**src/sv/assert_macros.svh**
```systemverilog
// ----------------------------------------------------------------------------
// Assertion macros
// Shared concurrent assertion forms, clocked on clk_i, off while in reset.
// ----------------------------------------------------------------------------
`ifndef ASSERT_MACROS_SVH
`define ASSERT_MACROS_SVH

// condition holds at every edge
`define ASSERT_ALWAYS(lbl, cond, msg) \
  lbl: assert property (@(posedge clk_i) disable iff (!rst_ni) (cond)) else $error(msg);

// antecedent implies consequent in the same cycle
`define ASSERT_SAME(lbl, ante, cons, msg) \
  lbl: assert property (@(posedge clk_i) disable iff (!rst_ni) (ante) |-> (cons)) \
    else $error(msg);

// antecedent implies consequent in the next cycle
`define ASSERT_NEXT(lbl, ante, cons, msg) \
  lbl: assert property (@(posedge clk_i) disable iff (!rst_ni) (ante) |=> (cons)) \
    else $error(msg);

`endif

```
**src/sv/bal_pkg.sv**
```systemverilog
// ----------------------------------------------------------------------------
// Bounded array list package
// Types, codes and constants shared by the list cells and the top level.
// ----------------------------------------------------------------------------
package bal_pkg;

  localparam int unsigned CAPACITY_DEF = 32;
  localparam int unsigned IDX_W        = 6;
  localparam int unsigned CNT_OUT_W    = 6;
  localparam logic signed [15:0] BAD_X = -16'sd99;

  typedef enum logic [2:0] {
    OP_INSERT    = 3'd0,
    OP_REMOVE    = 3'd1,
    OP_GET       = 3'd2,
    OP_SET       = 3'd3,
    OP_READ_NEXT = 3'd4,
    OP_RESET_PTR = 3'd5
  } op_kind_e;

  typedef enum logic [1:0] {
    ST_OK    = 2'd0,
    ST_FULL  = 2'd1,
    ST_EMPTY = 2'd2,
    ST_END   = 2'd3
  } status_e;

  typedef enum logic [1:0] {
    CELL_HOLD       = 2'd0,
    CELL_LOAD       = 2'd1,
    CELL_SHIFT_UP   = 2'd2,
    CELL_SHIFT_DOWN = 2'd3
  } cell_op_e;

  typedef struct packed {
    logic signed [15:0] x;
    logic signed [15:0] y;
    logic [15:0]        num;
    logic [7:0]         flag;
    logic [7:0]         symbol;
  } rec_t;

  typedef struct packed {
    cell_op_e op;
    logic     hit;
  } cell_ctrl_t;

  typedef struct packed {
    logic [2:0]         kind;
    logic [IDX_W-1:0]   index;
    logic signed [15:0] pos_x;
    logic signed [15:0] pos_y;
    logic [15:0]        pos_num;
    logic [7:0]         pos_flag;
    logic [7:0]         pos_symbol;
  } in_item_t;

  typedef struct packed {
    logic [1:0]           status;
    logic signed [15:0]   out_x;
    logic signed [15:0]   out_y;
    logic [15:0]          out_num;
    logic [7:0]           out_flag;
    logic [7:0]           out_symbol;
    logic [CNT_OUT_W-1:0] count;
  } out_item_t;

endpackage

```
**src/sv/bal_chan_if.sv**
```systemverilog
// ----------------------------------------------------------------------------
// Bounded array list channel
// Valid/ready channel carrying one payload of type T per transaction.
// ----------------------------------------------------------------------------
interface bal_chan_if #(
  parameter type T = logic
);
  logic valid;
  logic ready;
  T     data;

  modport source (output valid, output data, input ready);
  modport sink   (input valid, input data, output ready);
endinterface

```
**src/sv/bal_cell.sv**
```systemverilog
// ----------------------------------------------------------------------------
// Bounded array list cell
// Holds one record; loads a new record or takes a neighbor's record.
// ----------------------------------------------------------------------------
module bal_cell (
  input  logic                clk_i,
  input  bal_pkg::cell_ctrl_t ctrl_i,
  input  bal_pkg::rec_t       new_rec_i,
  input  bal_pkg::rec_t       lower_rec_i,
  input  bal_pkg::rec_t       upper_rec_i,
  output bal_pkg::rec_t       rec_o,
  output bal_pkg::rec_t       rd_rec_o
);

  bal_pkg::rec_t rec_q;
  bal_pkg::rec_t rec_d;

  always_comb begin
    unique case (ctrl_i.op)
      bal_pkg::CELL_LOAD:       rec_d = new_rec_i;
      bal_pkg::CELL_SHIFT_UP:   rec_d = lower_rec_i;
      bal_pkg::CELL_SHIFT_DOWN: rec_d = upper_rec_i;
      default:                  rec_d = rec_q;
    endcase
  end

  always_ff @(posedge clk_i) begin
    rec_q <= rec_d;
  end

  assign rec_o    = rec_q;
  assign rd_rec_o = ctrl_i.hit ? rec_q : '0;

endmodule

```
**src/sv/bounded_array_list.sv**
```systemverilog
// ----------------------------------------------------------------------------
// Bounded array list
// Ordered list of up to CAPACITY records held in a row of shifting cells.
// ----------------------------------------------------------------------------
// Usage:
//   in_i carries one operation per transaction: insert, remove, get, set,
//   read next, reset read pointer. out_o returns exactly one result per
//   operation: status, the returned record and the record count.
//   For every operation the cells shift, load or hold in the cycle the
//   transaction is accepted; the result is registered and shown on out_o in
//   the next cycle. One operation per cycle is sustained unless out_o stalls.
//   The read of a record is a one-hot select across the cells, OR-combined
//   into the output register.
//   When out_o is stalled, the result holds in the output register and in_i
//   drops ready until the result is taken; ready stays high while the output
//   register is empty or being drained.
//   Reset clears the count, the read pointer and the output valid. Record
//   contents are not cleared; only records below the count are ever read.
// ----------------------------------------------------------------------------
`include "assert_macros.svh"

module bounded_array_list #(
  parameter int unsigned CAPACITY = bal_pkg::CAPACITY_DEF
) (
  input  logic       clk_i,
  input  logic       rst_ni,
  bal_chan_if.sink   in_i,
  bal_chan_if.source out_o
);

  localparam int unsigned CW    = $clog2(CAPACITY + 1);
  localparam int unsigned IW    = bal_pkg::IDX_W;
  localparam int unsigned CMP_W = (CW > IW) ? CW : IW;

  logic [CW-1:0]       count_q;
  logic [CW-1:0]       count_d;
  logic [CW-1:0]       rptr_q;
  logic [CW-1:0]       rptr_d;
  logic                out_valid_q;
  bal_pkg::out_item_t  out_q;
  bal_pkg::out_item_t  out_d;

  bal_pkg::in_item_t   item;
  logic                accept;
  logic                full;
  logic                empty;
  logic [CMP_W-1:0]    idx_c;
  logic [CMP_W-1:0]    cnt_c;
  logic [CW-1:0]       ins_pos;
  logic [CW-1:0]       acc_pos;
  logic [CW-1:0]       rd_pos;
  logic [CMP_W-1:0]    cnt_ext;
  bal_pkg::rec_t       new_rec;
  bal_pkg::rec_t       rd_rec;
  logic                give_rec;
  bal_pkg::status_e    status;

  bal_pkg::cell_ctrl_t cell_ctrl [CAPACITY];
  bal_pkg::rec_t       cell_rec  [CAPACITY];
  bal_pkg::rec_t       cell_rd   [CAPACITY];

  assign item     = in_i.data;
  assign in_i.ready = !out_valid_q || out_o.ready;
  assign accept   = in_i.valid && in_i.ready;

  assign full  = (count_q == CW'(CAPACITY));
  assign empty = (count_q == '0);
  assign idx_c = CMP_W'(item.index);
  assign cnt_c = CMP_W'(count_q);

  assign ins_pos = (idx_c > cnt_c) ? count_q : idx_c[CW-1:0];
  assign acc_pos = (idx_c >= cnt_c) ? (count_q - CW'(1)) : idx_c[CW-1:0];
  assign rd_pos  = (bal_pkg::op_kind_e'(item.kind) == bal_pkg::OP_READ_NEXT)
                   ? rptr_q : acc_pos;

  assign new_rec = '{x: item.pos_x, y: item.pos_y, num: item.pos_num,
                     flag: item.pos_flag, symbol: item.pos_symbol};

  always_comb begin
    for (int i = 0; i < int'(CAPACITY); i++) begin
      cell_ctrl[i].op  = bal_pkg::CELL_HOLD;
      cell_ctrl[i].hit = (rd_pos == CW'(i));
      if (accept) begin
        unique case (bal_pkg::op_kind_e'(item.kind))
          bal_pkg::OP_INSERT: begin
            if (!full) begin
              if (CW'(i) > ins_pos) begin
                cell_ctrl[i].op = bal_pkg::CELL_SHIFT_UP;
              end else if (CW'(i) == ins_pos) begin
                cell_ctrl[i].op = bal_pkg::CELL_LOAD;
              end
            end
          end
          bal_pkg::OP_REMOVE: begin
            if (!empty && CW'(i) >= acc_pos) begin
              cell_ctrl[i].op = bal_pkg::CELL_SHIFT_DOWN;
            end
          end
          bal_pkg::OP_SET: begin
            if (!empty && CW'(i) == acc_pos) begin
              cell_ctrl[i].op = bal_pkg::CELL_LOAD;
            end
          end
          default: cell_ctrl[i].op = bal_pkg::CELL_HOLD;
        endcase
      end
    end
  end

  for (genvar g = 0; g < int'(CAPACITY); g++) begin : g_cell
    bal_pkg::rec_t lower_rec;
    bal_pkg::rec_t upper_rec;
    if (g == 0) begin : g_first
      assign lower_rec = cell_rec[g];
    end else begin : g_mid_lo
      assign lower_rec = cell_rec[g-1];
    end
    if (g == int'(CAPACITY) - 1) begin : g_last
      assign upper_rec = cell_rec[g];
    end else begin : g_mid_hi
      assign upper_rec = cell_rec[g+1];
    end
    bal_cell u_cell (
      .clk_i       (clk_i),
      .ctrl_i      (cell_ctrl[g]),
      .new_rec_i   (new_rec),
      .lower_rec_i (lower_rec),
      .upper_rec_i (upper_rec),
      .rec_o       (cell_rec[g]),
      .rd_rec_o    (cell_rd[g])
    );
  end

  always_comb begin
    rd_rec = '0;
    for (int i = 0; i < int'(CAPACITY); i++) begin
      rd_rec = rd_rec | cell_rd[i];
    end
  end

  always_comb begin
    count_d  = count_q;
    rptr_d   = rptr_q;
    status   = bal_pkg::ST_OK;
    give_rec = 1'b0;
    unique case (bal_pkg::op_kind_e'(item.kind))
      bal_pkg::OP_INSERT: begin
        if (full) begin
          status = bal_pkg::ST_FULL;
        end else begin
          count_d = count_q + CW'(1);
        end
      end
      bal_pkg::OP_REMOVE: begin
        if (empty) begin
          status = bal_pkg::ST_EMPTY;
        end else begin
          count_d  = count_q - CW'(1);
          give_rec = 1'b1;
        end
      end
      bal_pkg::OP_GET: begin
        if (empty) begin
          status = bal_pkg::ST_EMPTY;
        end else begin
          give_rec = 1'b1;
        end
      end
      bal_pkg::OP_SET: begin
        if (empty) begin
          status = bal_pkg::ST_EMPTY;
        end
      end
      bal_pkg::OP_READ_NEXT: begin
        if (rptr_q >= count_q) begin
          rptr_d = '0;
          status = bal_pkg::ST_END;
        end else begin
          rptr_d   = rptr_q + CW'(1);
          give_rec = 1'b1;
        end
      end
      bal_pkg::OP_RESET_PTR: rptr_d = '0;
      default:               status = bal_pkg::ST_OK;
    endcase
  end

  assign cnt_ext = CMP_W'(count_d);

  always_comb begin
    out_d        = '0;
    out_d.status = status;
    out_d.count  = cnt_ext[IW-1:0];
    if (give_rec) begin
      out_d.out_x      = rd_rec.x;
      out_d.out_y      = rd_rec.y;
      out_d.out_num    = rd_rec.num;
      out_d.out_flag   = rd_rec.flag;
      out_d.out_symbol = rd_rec.symbol;
    end else if (status != bal_pkg::ST_OK) begin
      out_d.out_x = bal_pkg::BAD_X;
    end
  end

  always_ff @(posedge clk_i or negedge rst_ni) begin
    if (!rst_ni) begin
      count_q     <= '0;
      rptr_q      <= '0;
      out_valid_q <= 1'b0;
    end else begin
      if (accept) begin
        count_q     <= count_d;
        rptr_q      <= rptr_d;
        out_valid_q <= 1'b1;
      end else if (out_o.ready) begin
        out_valid_q <= 1'b0;
      end
    end
  end

  always_ff @(posedge clk_i) begin
    if (accept) begin
      out_q <= out_d;
    end
  end

  assign out_o.valid = out_valid_q;
  assign out_o.data  = out_q;

  `ASSERT_ALWAYS(a_count_bound, count_q <= CW'(CAPACITY), "count above capacity")
  `ASSERT_NEXT(a_insert_grows,
    accept && item.kind == bal_pkg::OP_INSERT && !full,
    count_q == $past(count_q) + CW'(1), "insert did not grow count")
  `ASSERT_NEXT(a_remove_shrinks,
    accept && item.kind == bal_pkg::OP_REMOVE && !empty,
    count_q == $past(count_q) - CW'(1), "remove did not shrink count")
  `ASSERT_SAME(a_full_status,
    out_valid_q && out_q.status == bal_pkg::ST_FULL,
    count_q == CW'(CAPACITY), "full status with room left")

endmodule
```
**src/flat_wrapper.sv**
```systemverilog
// flat-port wrapper written by rule: the top's interface ports become plain ports
module bounded_array_list_flat 
#(
  parameter int unsigned CAPACITY = bal_pkg::CAPACITY_DEF
)
  (clk_i, rst_ni, in_i_valid, in_i_data, in_i_ready, out_o_valid, out_o_data, out_o_ready);
  bal_chan_if in_i_i ();
  bal_chan_if out_o_i ();
  input  logic clk_i;
  input  logic rst_ni;
  input wire logic [$bits(in_i_i.valid)-1:0] in_i_valid;
  input wire logic [$bits(in_i_i.data)-1:0] in_i_data;
  output wire logic [$bits(in_i_i.ready)-1:0] in_i_ready;
  output wire logic [$bits(out_o_i.valid)-1:0] out_o_valid;
  output wire logic [$bits(out_o_i.data)-1:0] out_o_data;
  input wire logic [$bits(out_o_i.ready)-1:0] out_o_ready;
  assign in_i_i.valid = in_i_valid;
  assign in_i_i.data = in_i_data;
  assign in_i_ready = in_i_i.ready;
  assign out_o_valid = out_o_i.valid;
  assign out_o_data = out_o_i.data;
  assign out_o_i.ready = out_o_ready;
  bounded_array_list #(.CAPACITY(CAPACITY)) u_core (.clk_i(clk_i), .rst_ni(rst_ni), .in_i(in_i_i), .out_o(out_o_i));
endmodule
```
**config.mk**
```make
export PLATFORM = sky130hd
export DESIGN_NAME = bounded_array_list_flat
export DESIGN_NICKNAME = d
export VERILOG_FILES = /design/src/sv/bal_pkg.sv /design/src/sv/bal_chan_if.sv /design/src/sv/bal_cell.sv /design/src/sv/bounded_array_list.sv /design/src/flat_wrapper.sv
export VERILOG_INCLUDE_DIRS = /design/src /design/src/sv
export SDC_FILE = /design/constraint.sdc
export NUM_CORES = 1
export LEC_CHECK = 0
export ABC_AREA = 1
export BUFFER_PORTS_ARGS = -buffer_cell sky130_fd_sc_hd__clkbuf_2
export CAP_MARGIN = 25
export CORE_AREA = 2 2 39 41
export CTS_BUF_LIST = sky130_fd_sc_hd__clkbuf_8 sky130_fd_sc_hd__clkbuf_16
export DETAILED_ROUTE_END_ITERATION = 12
export DIE_AREA = 0 0 41 43
export GPL_TIMING_DRIVEN = 0
export PLACE_DENSITY = 0.55
export SETUP_SLACK_MARGIN = 0.02
export SLEW_MARGIN = 25
export SYNTH_ARGS = -nofsm -noshare
export SYNTH_HDL_FRONTEND = slang
export SYNTH_SLANG_ARGS = --single-unit
```
**constraint.sdc**
```tcl
create_clock -name clk_i -period 3.8 [get_ports clk_i]
set_clock_uncertainty 0.05 [all_clocks]
set_input_delay 0.57 -clock clk_i [delete_from_list [all_inputs] [get_ports clk_i]]
set_output_delay 0.57 -clock clk_i [all_outputs]
set_load 0.05 [all_outputs]
```
# Word level (Yosys, flattened, before mapping)
# Index checks and enable logic that the tools add are counted.
# word_totals
reg_bits,8
in_bits,5
word_cells,12
# op_classes
add_sub_neg,1
reduce_logical,4
mux,3
eq_ne,1
# ops
operator,count
adder 6 x 1 -> 6 bit (second input constant),1
== test 6 bit (second input constant),1
two-way mux 6 bit,1
two-way mux 1 bit,2
nonzero test 2 bit,1
logical AND 1 bit,1
logical NOT 1 bit,1
logical OR 1 bit,1

# Depth between registers and ports, before layout
# depth
ltp_word,4
mapped_depth,6
ltp_nobuf,6

# Worst setup path before layout
# Ideal clock, no wire load.
# synth_path
path_type,flip-flop to output port
from,register u_core.out_valid_q (netlist: u_core.out_o.valid)
to,output port in_i_ready
t_arrival_ps,1109
stages_incl_launch_ff,2
path_slack_ps,2071
cell_sequence,dfrtp_1 -> nand2_1
# synth_between
elab_chain_cells,2
# synth_rtl
element,line,text
"start, declared",bounded_array_list.sv:39,logic out_valid_q;
"start signal, assigned",bounded_array_list.sv:209,out_valid_q <= 1'b0;
"start signal, assigned",bounded_array_list.sv:214,out_valid_q <= 1'b1;
"start signal, assigned",bounded_array_list.sv:216,out_valid_q <= 1'b0;
logical NOT 1 bit,bounded_array_list.sv:63,assign in_i.ready = !out_valid_q || out_o.ready;
logical OR 1 bit,bounded_array_list.sv:63,
"end, declared",flat_wrapper.sv:13,output wire logic [$bits(in_i_i.ready)-1:0] in_i_ready;
# No other way between the ends.

# Worst setup path in the final report
# layout_path
from,input port out_o_ready
to,output port in_i_ready
# layout_between
elab_chain_cells,1
# layout_rtl
element,line,text
"start, declared",flat_wrapper.sv:16,input wire logic [$bits(out_o_i.ready)-1:0] out_o_ready;
logical OR 1 bit,bounded_array_list.sv:63,
# No other way between the ends.

==> flow_summary.toml <==
[status]
status = "finished, final reports clean"

[place]
pre_cts_ws_ps = 2120
io_buffers = 6
dp_cells = 77
hpwl_um = 602
gp_congestion = 0.794
placed_area_um2 = 528

[die]
coreArea_mm2 = 0.00138
fp.dieH_um = 43
io_pins = 8
dieArea_mm2 = 0.00176
initial_core_util_pct = 34.5
rows = 14
chipWidth_um = 41

[setup_path]
crit_type = "in -> out"
worstReg2RegEnd = "u_core.out_o.data"
crit_arrival_ps = 1060
regToRegSetupSlack_ps = 2430
r2r-start = "u_core.cnt_c[0]"
critPathSlowestCell = "clkbuf_2"
path_buf_inv = 3
endpoint_kind = "output port"
cp_top_family = "buffers and inverters"
path_cells = "clkbuf_2 -> inv_1 -> nand2_1 -> clkbuf_2"
max_stage_delay_ps = 240
ff2ff_path_depth = 4
start_kind = "primary input"
path_max_fanout = 2
worst_ep_required_time_ps = 3180
cp_common_cell = "clkbuf_2"

[worst_hold_path]
hold_path_class = "in -> async"

[power_and_ir_drop]
p_sw_share_pct = 37.5
switchingPower_uw = 139
total_power_uw = 371
power.share.combinational_pct = 31.8
leakage_uw = 0.000279
ir_drop_mv = 0.231
p_int_uw = 232
pwr-share-clk_pct = 28.8
cellPowerDensity_mw_per_mm2 = 648
power_frac_seq_pct = 39.3

[sta]
period_needed_ps = 1680
hold_viol = 0
rsz0062_at_grt = "false"
finalCritPeriodShare_pct = 44.2
relSlewSlack_pct = 80.7
slew_viol_final = 0
setup_viol_count_final = 0
worstMarginPinSlew_ps = 289
setup_slack_ps = 2120
tns_ps = 0
max_freq_mhz = 595

[yosys]
avgSynthCellArea_um2 = 8.69
synth_area_um2 = 478
syn_inst = 55
synth_seq_cells = 8
yosysSeqAreaShare_pct = 42.9
ys_types = 17
synthesis.nets = 62
yosysWarningCount = 0

[drt]
ant_nets = 0
drc = 0
firstDrtPassIters = 4
drtIter0Drc = 5
wirelength_um = 861
vias_per_cell = 4.67
drt-wirelength-per-cell_um = 10.6
via_count = 378

[clock_tree]
postCtsSetupRepairBufs = 0
clock-root-buffer = "clkbuf_8"
cts_buffers = 3
cts.htree.levels = 1
cts_hold_buf = 0
cts_sinks = 8
cts_resized = 0
cts_tree = "built"
clk_latency_ps = 230
clk_pin_slew_ps = 50
ctsLongestPathBuffers = 2

[cells_and_area]
layout.nets = 73
antenna_cells = 0
layout_common_cells = "nand2_1 (18), inv_1 (8), nand3_1 (7), dfrtp_1 (7), clkbuf_2 (6)"
synthToLayoutAreaGrowth_pct = 19.9
design_area_um2 = 573
final_cells = 81
drive_gt1_share_pct = 23.1
layout_commonest_cell = "nand2_1"

[grt]
grt_pass1_vias = 358
grt_usage_pct = 13.8
grt_overflow = 0
antenna_found_initial = 0
grt_pass1_wl_um = 1570
grt_max_degree = 9

[run]
max_cap_violations = 0
-- synthesized netlist by cell type (all sizes together) --
| cell type | instances | area share, % |
|---|---|---|
| xor2 | 1 | 1.8 |
| dfrtp | 7 | 37 |
| buf | 1 | 2.4 |
| nand2 | 19 | 16 |
| a21oi | 1 | 3.4 |
| o21ai | 1 | 1.0 |
| xnor2 | 1 | 1.8 |
| nand3 | 8 | 11 |
| nand4 | 3 | 3.9 |
| nor2 | 3 | 4.5 |
| edfxtp | 1 | 6.3 |
| ha | 2 | 5.2 |
| inv | 7 | 5.5 |
-- cells by family (layout without fill, tap and decap cells) --
logic type      after synthesis  in the layout  synth area share [%]
fa+ha+maj                     2              2                  5.23
flops                         8              8                  42.9
simple gates                 33             33                  35.9
buf+inv                       8             18                  7.85
compound gates                2              2                  4.45
xor+xnor                      2              2                  3.67
-- final cells by class --
class | count | area (µm²)
clock inverter | 1 | 3.75
buffer | 1 | 11.3
clock buffer | 3 | 41.3
timing repair buffer | 6 | 30.0
fill | 148 | 811
sequential | 8 | 205
inverter | 7 | 26.3
tap | 16 | 20.0
multi-input combinational | 39 | 235
-- worst reg2reg max path: cells and delay by family (launching register included) --
kind / cells / cell delay [ps]
buffers and inverters: 1 / 110
XOR/XNOR: 1 / 170
AND/OR/NAND/NOR: 1 / 140
flip-flops: 1 / 440
adder cells (fa/ha/maj): 1 / 200
-- state kept, by name, summed over array words and instances, names as in the netlist --
register / cells
u_core.cnt_c: 6
u_core.out_o.data: 1
u_core.out_o.valid: 1
-- worst max path at each step --
stage                  startpoint    endpoint  depth (start not counted)
2_1_floorplan  u_core.out_o.valid  in_i_ready                          1
6_report              out_o_ready  in_i_ready                          4
3_5_place_dp          out_o_ready  in_i_ready                          4
4_1_cts               out_o_ready  in_i_ready                          4
3_3_place_gp          out_o_ready  in_i_ready                          4
5_1_grt               out_o_ready  in_i_ready                          4
-- per-stage QoR --
stage	hold WS (ps)	utilization (%)
floorplan	224	-
global placement	369	38.2
detailed placement	369	38.2
CTS	118	41.4
global route	131	41.4
finish	119	41.4
-- power by group through the flow --
stage	clock network, µW	logic (µW)	registers [µW]
after global routing	114	136	151
after CTS	110	120	145
final	107	118	146
after detailed placement	0	119	147
after global placement	0	116	145
after floorplan	0	93.7	146
-- metal layers --
layer	GRT usage [%]	wire length (µm)	vias up
met5	0	0	-
met4	10.0	14	0
met3	3.14	24	2
met2	19.1	429	3
met1	17.9	392	178
li1	-	-	195
Power figures use the tool's default switching activity.
